**config.mk**
```make
export PLATFORM = sky130hd
export DESIGN_NAME = seven_segment_serial_display_driver_top_flat
export DESIGN_NICKNAME = d
export VERILOG_FILES = /design/src/design/ssd_pkg.sv /design/src/design/ssd_if.sv /design/src/design/seven_segment_serial_display_driver_top.sv /design/src/flat_wrapper.sv
export SDC_FILE = /design/constraint.sdc
export NUM_CORES = 1
export LEC_CHECK = 0
export BUFFER_PORTS_ARGS = -buffer_cell sky130_fd_sc_hd__buf_2
export CAP_MARGIN = 5
export CORE_ASPECT_RATIO = 1.1
export CORE_MARGIN = 4
export CORE_UTILIZATION = 52
export CTS_BUF_LIST = sky130_fd_sc_hd__clkbuf_8
export CTS_CLUSTER_SIZE = 8
export DETAILED_ROUTE_END_ITERATION = 10
export GPL_ROUTABILITY_DRIVEN = 1
export PLACE_DENSITY = 0.79
export SYNTH_ARGS = -nofsm -noshare
export SYNTH_HDL_FRONTEND = slang
export SYNTH_SLANG_ARGS = --single-unit
```
**constraint.sdc**
```tcl
create_clock -name clk -period 15.65 [get_ports clk]
set_input_delay 1.565 -clock clk [delete_from_list [all_inputs] [get_ports clk]]
set_output_delay 1.565 -clock clk [all_outputs]
set_load 0.005 [all_outputs]
```
**src/design/ssd_pkg.sv**
```systemverilog
package ssd_pkg;

  localparam int unsigned NUM_W     = 16;
  localparam int unsigned DIG_CNT_W = 3;
  localparam int unsigned SEG_W     = 8;
  localparam int unsigned BIT_CNT_W = 3;
  localparam int unsigned DIGIT_W   = 4;
  localparam int unsigned QUOT_W    = 13;
  localparam int unsigned PROD_W    = 32;
  localparam int unsigned ADDR_W    = 3;
  localparam int unsigned DATA_W    = 32;

  localparam logic [DIG_CNT_W-1:0] MAX_DIGITS        = 3'd5;
  localparam logic [DIG_CNT_W-1:0] DIGIT_COUNT_RESET = 3'd4;
  localparam logic                 COMMON_ANODE_RESET = 1'b1;

  // floor(n / 10) == (n * 52429) >> 19 for every 16-bit n
  localparam logic [NUM_W-1:0] RECIP_10    = 16'd52429;
  localparam int unsigned      RECIP_SHIFT = 19;

  typedef enum logic [0:0] {
    REG_DIGIT_COUNT  = 1'b0,
    REG_COMMON_ANODE = 1'b1
  } reg_idx_t;

  typedef enum logic [2:0] {
    ST_IDLE,
    ST_DIV,
    ST_SEG,
    ST_SHIFT,
    ST_LATCH
  } state_t;

  function automatic logic [SEG_W-1:0] seg_code(input logic [DIGIT_W-1:0] digit,
                                                 input logic            anode);
    logic [SEG_W-1:0] code;
    begin
      unique case (digit)
        4'd0:    code = 8'h3F;
        4'd1:    code = 8'h06;
        4'd2:    code = 8'h5B;
        4'd3:    code = 8'h4F;
        4'd4:    code = 8'h66;
        4'd5:    code = 8'h6D;
        4'd6:    code = 8'h7D;
        4'd7:    code = 8'h07;
        4'd8:    code = 8'h7F;
        4'd9:    code = 8'h6F;
        default: code = 8'h00;
      endcase
      // common-anode codes are the cathode codes inverted
      seg_code = anode ? ~code : code;
    end
  endfunction

endpackage

```
**src/design/ssd_if.sv**
```systemverilog
interface ssd_num_if;
  logic                      valid;
  logic                      ready;
  logic [ssd_pkg::NUM_W-1:0] number;

  modport source (output valid, output number, input ready);
  modport sink   (input valid, input number, output ready);
endinterface

interface ssd_res_if;
  logic valid;
  logic ready;
  logic serial_bit;
  logic latch_strobe;
  logic last;

  modport source (output valid, output serial_bit, output latch_strobe, output last,
                  input ready);
  modport sink   (input valid, input serial_bit, input latch_strobe, input last,
                  output ready);
endinterface

```
**src/design/seven_segment_serial_display_driver_top.sv**
```systemverilog
// an accepted number runs the divide and segment states before its first bit word
// per digit: divide and segment states, then 8 bit words, one per cycle if not stalled
// a new number is accepted only once the latch word of the last one has been taken
// one reciprocal multiplier is shared by all digits, which are worked one at a time
// reset: digit_count 4, common_anode 1, sequencer idle, no word pending
module seven_segment_serial_display_driver_top (
  input  logic                        clk,
  input  logic                        rst,
  // apb config port
  input  logic                        psel,
  input  logic                        penable,
  input  logic                        pwrite,
  input  logic [ssd_pkg::ADDR_W-1:0]  paddr,
  input  logic [ssd_pkg::DATA_W-1:0]  pwdata,
  output logic [ssd_pkg::DATA_W-1:0]  prdata,
  output logic                        pready,
  // streams
  ssd_num_if.sink                     num_ch,
  ssd_res_if.source                   res_ch
);
  import ssd_pkg::*;

  // config registers
  logic [DIG_CNT_W-1:0] digit_count;
  logic                 common_anode;
  reg_idx_t             reg_idx;
  logic                 cfg_wr;

  // sequencer and datapath
  state_t               state;
  state_t               state_next;
  logic [NUM_W-1:0]     num;         // value still to be split into digits
  logic [QUOT_W-1:0]    quot;        // num / 10 from the multiplier
  logic [SEG_W-1:0]     seg;         // segment byte being shifted, msb at top
  logic [BIT_CNT_W-1:0] bit_left;    // bits left in seg after the current one
  logic [DIG_CNT_W-1:0] dig_left;    // digits left including the current one

  logic [PROD_W-1:0]    prod;
  logic [NUM_W-1:0]     quot_x10;
  logic [NUM_W-1:0]     rem_full;
  logic [DIGIT_W-1:0]   digit;
  logic [DIG_CNT_W-1:0] count_sat;
  logic                 num_take;
  logic                 res_take;

  // ---------------- config port ----------------
  assign pready  = 1'b1;
  assign reg_idx = reg_idx_t'(paddr[2]);
  assign cfg_wr  = psel && penable && pwrite;

  always_ff @(posedge clk) begin
    if (rst) begin
      digit_count  <= DIGIT_COUNT_RESET;
      common_anode <= COMMON_ANODE_RESET;
    end else if (cfg_wr) begin
      unique case (reg_idx)
        REG_DIGIT_COUNT:  digit_count  <= pwdata[DIG_CNT_W-1:0];
        REG_COMMON_ANODE: common_anode <= pwdata[0];
        default: ;
      endcase
    end
  end

  always_comb begin
    unique case (reg_idx)
      REG_DIGIT_COUNT:  prdata = {{(DATA_W-DIG_CNT_W){1'b0}}, digit_count};
      REG_COMMON_ANODE: prdata = {{(DATA_W-1){1'b0}}, common_anode};
      default:          prdata = '0;
    endcase
  end

  // ---------------- shared divide-by-10 unit ----------------
  // reciprocal multiply gives the quotient, shift-add times ten gives the remainder
  assign prod     = {{(PROD_W-NUM_W){1'b0}}, num} * {{(PROD_W-NUM_W){1'b0}}, RECIP_10};
  assign quot_x10 = {quot, 3'b000} + {2'b00, quot, 1'b0};
  assign rem_full = num - quot_x10;
  assign digit    = rem_full[DIGIT_W-1:0];

  // counts above the display size saturate
  assign count_sat = (digit_count > MAX_DIGITS) ? MAX_DIGITS : digit_count;

  assign num_take = num_ch.valid && num_ch.ready;
  assign res_take = res_ch.valid && res_ch.ready;

  // ---------------- next state ----------------
  always_comb begin
    state_next = state;
    unique case (state)
      ST_IDLE:  if (num_ch.valid) begin
                  state_next = (count_sat == '0) ? ST_LATCH : ST_DIV;
                end
      ST_DIV:   state_next = ST_SEG;
      ST_SEG:   state_next = ST_SHIFT;
      ST_SHIFT: if (res_ch.ready && bit_left == '0) begin
                  // last bit of this digit: next digit or the latch pulse
                  state_next = (dig_left == DIG_CNT_W'(1)) ? ST_LATCH : ST_DIV;
                end
      ST_LATCH: if (res_ch.ready) begin
                  state_next = ST_IDLE;
                end
      default:  state_next = ST_IDLE;
    endcase
  end

  always_ff @(posedge clk) begin
    if (rst) begin
      state <= ST_IDLE;
    end else begin
      state <= state_next;
    end
  end

  // ---------------- outputs ----------------
  always_comb begin
    num_ch.ready        = 1'b0;
    res_ch.valid        = 1'b0;
    res_ch.serial_bit   = 1'b0;
    res_ch.latch_strobe = 1'b0;
    res_ch.last         = 1'b0;
    unique case (state)
      ST_IDLE:  num_ch.ready = 1'b1;
      ST_SHIFT: begin
        res_ch.valid      = 1'b1;
        res_ch.serial_bit = seg[SEG_W-1];
      end
      ST_LATCH: begin
        res_ch.valid        = 1'b1;
        res_ch.latch_strobe = 1'b1;
        res_ch.last         = 1'b1;
      end
      default: ;
    endcase
  end

  // ---------------- datapath registers ----------------
  always_ff @(posedge clk) begin
    unique case (state)
      ST_IDLE: if (num_take) begin
        num      <= num_ch.number;
        dig_left <= count_sat;
      end
      ST_DIV: quot <= prod[RECIP_SHIFT +: QUOT_W];
      ST_SEG: begin
        seg      <= seg_code(digit, common_anode);
        num      <= {{(NUM_W-QUOT_W){1'b0}}, quot};
        bit_left <= BIT_CNT_W'(SEG_W - 1);
      end
      ST_SHIFT: if (res_take) begin
        seg      <= {seg[SEG_W-2:0], 1'b0};
        bit_left <= bit_left - BIT_CNT_W'(1);
        if (bit_left == '0) begin
          dig_left <= dig_left - DIG_CNT_W'(1);
        end
      end
      default: ;
    endcase
  end

`ifndef SYNTHESIS
  // never accepting a number while a word is still offered
  a_ready_excl: assert property (@(posedge clk) disable iff (rst)
    num_ch.ready |-> !res_ch.valid)
    else $error("input ready while result pending");

  // the closing word is the latch pulse with a quiet data line
  a_last_latch: assert property (@(posedge clk) disable iff (rst)
    (res_ch.valid && res_ch.last) |-> (res_ch.latch_strobe && !res_ch.serial_bit))
    else $error("last word is not a clean latch strobe");

  // after the latch pulse is taken the block is free again
  a_free_after: assert property (@(posedge clk) disable iff (rst)
    (res_take && res_ch.last) |=> num_ch.ready)
    else $error("not ready after run finished");

  // shifting never runs with no digit left
  a_dig_bound: assert property (@(posedge clk) disable iff (rst)
    (state == ST_SHIFT) |-> (dig_left != '0 && dig_left <= MAX_DIGITS))
    else $error("digit counter out of range");
`endif

endmodule

```
**src/flat_wrapper.sv**
```systemverilog
// flat-port wrapper written by rule: the top's interface ports become plain ports
module seven_segment_serial_display_driver_top_flat import ssd_pkg::*;
  (clk, rst, psel, penable, pwrite, paddr, pwdata, prdata, pready, num_ch_valid, num_ch_number, num_ch_ready, res_ch_valid, res_ch_serial_bit, res_ch_latch_strobe, res_ch_last, res_ch_ready);
  ssd_num_if num_ch_i ();
  ssd_res_if res_ch_i ();
  input  logic clk;
  input  logic rst;
  input  logic psel;
  input  logic penable;
  input  logic pwrite;
  input  logic [ssd_pkg::ADDR_W-1:0] paddr;
  input  logic [ssd_pkg::DATA_W-1:0] pwdata;
  output logic [ssd_pkg::DATA_W-1:0] prdata;
  output logic pready;
  input wire logic [$bits(num_ch_i.valid)-1:0] num_ch_valid;
  input wire logic [$bits(num_ch_i.number)-1:0] num_ch_number;
  output wire logic [$bits(num_ch_i.ready)-1:0] num_ch_ready;
  output wire logic [$bits(res_ch_i.valid)-1:0] res_ch_valid;
  output wire logic [$bits(res_ch_i.serial_bit)-1:0] res_ch_serial_bit;
  output wire logic [$bits(res_ch_i.latch_strobe)-1:0] res_ch_latch_strobe;
  output wire logic [$bits(res_ch_i.last)-1:0] res_ch_last;
  input wire logic [$bits(res_ch_i.ready)-1:0] res_ch_ready;
  assign num_ch_i.valid = num_ch_valid;
  assign num_ch_i.number = num_ch_number;
  assign num_ch_ready = num_ch_i.ready;
  assign res_ch_valid = res_ch_i.valid;
  assign res_ch_serial_bit = res_ch_i.serial_bit;
  assign res_ch_latch_strobe = res_ch_i.latch_strobe;
  assign res_ch_last = res_ch_i.last;
  assign res_ch_i.ready = res_ch_ready;
  seven_segment_serial_display_driver_top u_core (.clk(clk), .rst(rst), .psel(psel), .penable(penable), .pwrite(pwrite), .paddr(paddr), .pwdata(pwdata), .prdata(prdata), .pready(pready), .num_ch(num_ch_i), .res_ch(res_ch_i));
endmodule
```
; ---- Word level (Yosys, flattened, before mapping)
; Memory sizes are Yosys's and may differ from the RTL's.
; Cells that the tools add are included.
[totals]
regBits = 50
mem_bits_ro = 112
output_inout_bits = 38
latch_bits = 0
ramBits = 0
wordCells = 70
mem_count = 1
input_bits = 58
[mem_list]
columns = name, depth, word_bits, rd, rd_ports_with_merged_regs, wr, line_no
row1 = (name not given), 16, 7, 1, 0, 0, ssd_pkg.sv:38  ; unique case (digit)
[classes]
div_mod_pow = 0
mul = 1
mux = 24
shifts = 0
reduce_logical = 18
add_sub_neg = 4
magnitude_cmp = 1
n_bitwise = 2
n_eq_ne = 11
[op_table]
columns = cell, n
row1 = $pmux W32 S2, 1
row2 = $mul A16 B16 Y32 const B, 1
row3 = $pmux W16 S2, 1
row4 = $mux W3, 10
row5 = $mux W8, 3
row6 = $mux W16, 1
row7 = $pmux W8 S2, 1
row8 = $pmux W3 S5, 1
row9 = $pmux W3 S2, 2
row10 = $logic_not A3 Y1, 3
row11 = $ne A2 B1 Y1 const B, 4
row12 = $not A8 Y8, 1
row13 = $reduce_and A2 Y1, 4
row14 = $eq A3 B1 Y1 const B, 2
row15 = $eq A3 B2 Y1 const B, 2
row16 = $reduce_bool A2 Y1, 3
row17 = $sub A3 B1 Y3 const B, 2
row18 = $logic_and A1 B1 Y1, 5
row19 = $add A4 B4 Y4, 1
row20 = $mux W1, 4
row21 = $ne A2 B2 Y1 const B, 2
row22 = $reduce_and A4 Y1, 1
row23 = $sub A4 B4 Y4, 1
row24 = $eq A3 B3 Y1 const B, 1
row25 = other kinds (4), 4

; ---- Depth between registers and ports, before layout
; An unclocked memory read counts as a cell.
[depth]
depth_word = 7
ltp_mapped = 21
depth_no_buf = 21

; ---- Least setup slack after synthesis
; Ideal clock, no wire load.
[synth_path]
path_type = flip-flop to flip-flop
startpoint = reg u_core.num[4]
endpoint = reg u_core.quot[12], data pin
path_slack_ns = 9.984
period_less_slack_ns = 5.666
arrival_time_ns = 5.407
path_buffers = 0
required_ns = 15.390
setup_ns = 0.260
stages_incl_launch_ff = 21
path_cell_list = edfxtp_1 > ha_1 > xor2_1 > ha_1 > fa_1 > inv_1 > fa_1 > inv_1 > fa_1 > inv_1 > fa_1 > inv_1 > ha_1 > and4_1 > and3_1 > o31a_1 > o31ai_4 > o21ai_2 > a221o_2 > a21oi_2 > xnor2_1
[synth_between]
elab_chain_cells = 1
[synth_lines]
columns = item, line_no
row1 = "start, declared", seven_segment_serial_display_driver_top.sv:32  ; logic [NUM_W-1:0] num;
row2 = "start signal, assigned", seven_segment_serial_display_driver_top.sv:139  ; num <= num_ch.number;
row3 = "start signal, assigned", seven_segment_serial_display_driver_top.sv:145  ; num <= {{(NUM_W-QUOT_W){1'b0}}, quot};
row4 = $mul A16 B16 Y32, seven_segment_serial_display_driver_top.sv:74  ; assign prod = {{(PROD_W-NUM_W){1'b0}}, num} * {{(PROD_W-NUM_W){1'b0}}, RECIP_10};
row5 = net u_core.prod[31], seven_segment_serial_display_driver_top.sv:38  ; logic [PROD_W-1:0] prod;
row6 = "end signal, assigned", seven_segment_serial_display_driver_top.sv:142  ; ST_DIV: quot <= prod[RECIP_SHIFT +: QUOT_W];
row7 = "end, declared", seven_segment_serial_display_driver_top.sv:33  ; logic [QUOT_W-1:0] quot;
; The timed path passes the listed nets, and every way through them passes these cells.
; A chain may end at the register's enable or synchronous reset.

; ---- Worst setup path in the final report
; Same ends and word-level chain as after synthesis.

==> results.py <==
metrics = {
    "detailed_routing": {
        "dr.pass1.iters": 4,
        "vias": 4644,
        "wl_microns": 13900,
        "drc": 0,
        "met1_length_microns": 5950,
        "routed.top_layer": "met4",
        "met3_length_microns": 544,
        "drtAntennaViolNets": 0,
        "met2_length_microns": 7110,
        "via_per_inst": 5.00,
        "post_drt_wl_per_cell_microns": 14.9,
        "drt_iter0_drc": 264,
    },
    "setup_path": {
        "worstRegToRegCells": 20,
        "timing.rr.end": "u_core.quot[12]$_DFFE_PP_",
        "cp.required_ps": 15740,
        "r2r-start": "u_core.num[4]$_DFFE_PP_",
        "critical_path_peak_fanout": 6,
        "r2r_setup_slack_ps": 9420,
        "path_class": "reg -> reg",
        "startpoint_type": "flop",
        "critical_path_arrival_ps": 6320,
        "endpoint_kind": "flop",
    },
    "clock_network": {
        "cts.sinks": 50,
        "post_cts_buffers": 0,
        "cts_buffers": 5,
        "clkLatencyLatePin_ps": 330,
        "h-tree-depth": 2,
        "cts_root_buffer": "clkbuf_8",
        "clock_path_buffers": 2,
        "cts_tree": "done",
        "cts_resized": 0,
        "clk_pin_slew_ps": 100,
        "hold_buffers": 0,
    },
    "sta": {
        "tightestPinTransition_ps": 1040,
        "fmax_ghz": 0.160,
        "hold_violations": 0,
        "fin_crit_ps": 6230,
        "post-route-period-util_pct": 39.8,
        "fin_hold_ws_ps": 529,
        "rsz0062_at_grt": "no",
        "fin_skew_ps": 5.26,
        "slew_viol_final": 0,
        "max_slew_margin_pct": 30.8,
        "setup_tns_ps": 0,
        "setup_violations": 0,
    },
    "synthesis": {
        "async_flop_share_pct": 0,
        "synth_warnings": 0,
        "postSynthCellCount": 708,
        "synth_edf_count": 43,
        "syn_area_per_cell_sq_um": 10.1,
        "ys_seq_area_share_pct": 19.9,
        "synth_cell_types": 52,
        "synth_top_area_share_pct": 24.9,
        "synth_area_sq_mm": 0.00718,
        "ys_top_cells_by_area": "ha_1, fa_1, edfxtp_1",
        "synth_ff_type": "edfxtp_1",
        "yosys.area.top_type": "ha_1",
        "ys_ff_latch": 50,
    },
    "global_routing": {
        "grt_max_degree": 20,
        "overflow": 0,
        "grt_pass1_vias": 5020,
        "grt_usage_pct": 18.9,
        "grt_pass1_wl_microns": 24100,
        "antenna_found_initial": 0,
    },
    "min_path": {
        "hold_path_startpoint": "u_core.seg[6]$_DFFE_PP_",
        "hold_path.class": "reg -> reg",
        "worstHoldPathCells": 2,
        "hold_end": "u_core.seg[7]$_DFFE_PP_",
    },
    "floorplan": {
        "dieWidth_microns": 120,
        "start_util_pct": 53.6,
        "coreArea_sq_mm": 0.0134,
        "row_count": 44,
        "pin_count": 96,
        "die_area_sq_mm": 0.0157,
        "dieHeight_microns": 131,
    },
    "place": {
        "io_buffers": 34,
        "globalplace.congestion": 0.934,
        "dpl.hpwl_microns": 12000,
    },
    "run": {
        "max_cap_violations": 0,
    },
    "finish": {
        "drive_above_1_share_pct": 8.87,
        "layout_common_cells": "inv_1, ha_1, fa_1",
        "regArea_sq_mm": 0.00143,
        "antenna_cells": 0,
        "nFillCells": 1115,
        "nets": 1023,
        "multi_input_comb_area_sq_mm": 0.00489,
        "area_delta_synth_final_pct": 5.11,
        "final_common_cell": "inv_1",
    },
    "outcome": {
        "run_status": "finished, final reports clean",
    },
}
through the flow:
step / utilization, % / setup slack (ps) / std cells / area, sq um
after floorplan: - / 9980 / 736 / 7280
after global routing: 56.4 / 9190 / 928 / 7540
after global placement: 55.7 / 9490 / 920 / 7450
final: 56.4 / 9420 / 928 / 7540
after detailed placement: 55.7 / 9450 / 920 / 7450
after CTS: 56.4 / 9420 / 928 / 7540
registers in the layout (all words and copies together) (netlist names):
name	cells
u_core.state	3
u_core.num	16
u_core.bit_left	3
u_core.dig_left	3
u_core.quot	13
u_core.digit_count	3
u_core.common_anode	1
u_core.seg	8
how the worst max path moves through the flow:
stage	start	to	slack, ps	depth (start not counted)
6_report	u_core.num[4]$_DFFE_PP_	u_core.quot[12]$_DFFE_PP_	9420	20
3_5_place_dp	u_core.num[4]$_DFFE_PP_	u_core.quot[12]$_DFFE_PP_	9450	20
5_1_grt	u_core.num[4]$_DFFE_PP_	u_core.quot[12]$_DFFE_PP_	9190	20
4_1_cts	u_core.num[4]$_DFFE_PP_	u_core.quot[12]$_DFFE_PP_	9420	20
3_3_place_gp	u_core.num[4]$_DFFE_PP_	u_core.quot[12]$_DFFE_PP_	9490	20
2_1_floorplan	u_core.num[4]$_DFFE_PP_	u_core.quot[12]$_DFFE_PP_	9980	20
Yosys cell counts, types with 2 or more instances:
| master | n |
|---|---|
| nand4_1 | 4 |
| conb_1 | 2 |
| and2_1 | 2 |
| nor4_1 | 2 |
| and3_1 | 4 |
| a21o_1 | 8 |
| edfxtp_1 | 43 |
| nor2_1 | 15 |
| o21bai_1 | 3 |
| inv_1 | 188 |
| xor2_1 | 22 |
| o21ai_0 | 19 |
| nand3_1 | 3 |
| xnor2_1 | 14 |
| a21oi_1 | 20 |
| ha_1 | 143 |
| mux2_2 | 14 |
| nor3_1 | 4 |
| buf_4 | 31 |
| fa_1 | 79 |
| nor2b_1 | 6 |
| a21oi_2 | 2 |
| a211o_1 | 2 |
| nand3b_1 | 2 |
| nand2b_1 | 3 |
| clkbuf_1 | 6 |
| nand2_1 | 31 |
| mux2i_1 | 6 |
| dfxtp_1 | 7 |
metal layers:
metal  vias to the layer above  global-route usage [%]
li1                       2280                       -
met1                      2254                    24.4
met2                        97                    33.6
met3                        13                    1.85
met4                         0                    5.41
met5                         -                       0
worst max-delay path: stages, from the launching register on:
cell      delay [ps]
edfxtp_1         560
ha_1             440
xor2_1           190
ha_1             340
fa_1             560
inv_1             60
fa_1             530
inv_1             50
fa_1             540
inv_1             70
fa_1             540
inv_1             50
ha_1             350
and4_1           190
and3_1           210
o31a_1           170
o31ai_4          390
o21ai_2          130
a221o_2          410
a21oi_2          160
xnor2_1           70
cell type report:
cell class | instances | area share [%]
Clock buffer | 5 | 0.912
Inverter | 188 | 9.36
Timing Repair Buffer | 37 | 2.55
Multi-Input combinational cell | 461 | 64.9
Sequential cell | 50 | 19.0
Tap cell | 184 | 3.05
Clock inverter | 3 | 0.265
cells by family (layout without fill, tap and decap cells):
family | after synthesis | count (layout) | synth area share [%]
compound gates | 73 | 73 | 6.78
xor+xnor | 36 | 36 | 4.39
fa+ha+maj | 222 | 222 | 47.0
buf+inv | 225 | 233 | 13.4
flops | 50 | 50 | 19.9
mux | 20 | 20 | 3.03
other cells | 2 | 30 | 0.105
simple gates | 80 | 80 | 5.37
Power is left out: the tool's default activity adds up to more than one toggle a clock period on the data nets, which glitch-free logic cannot reach.
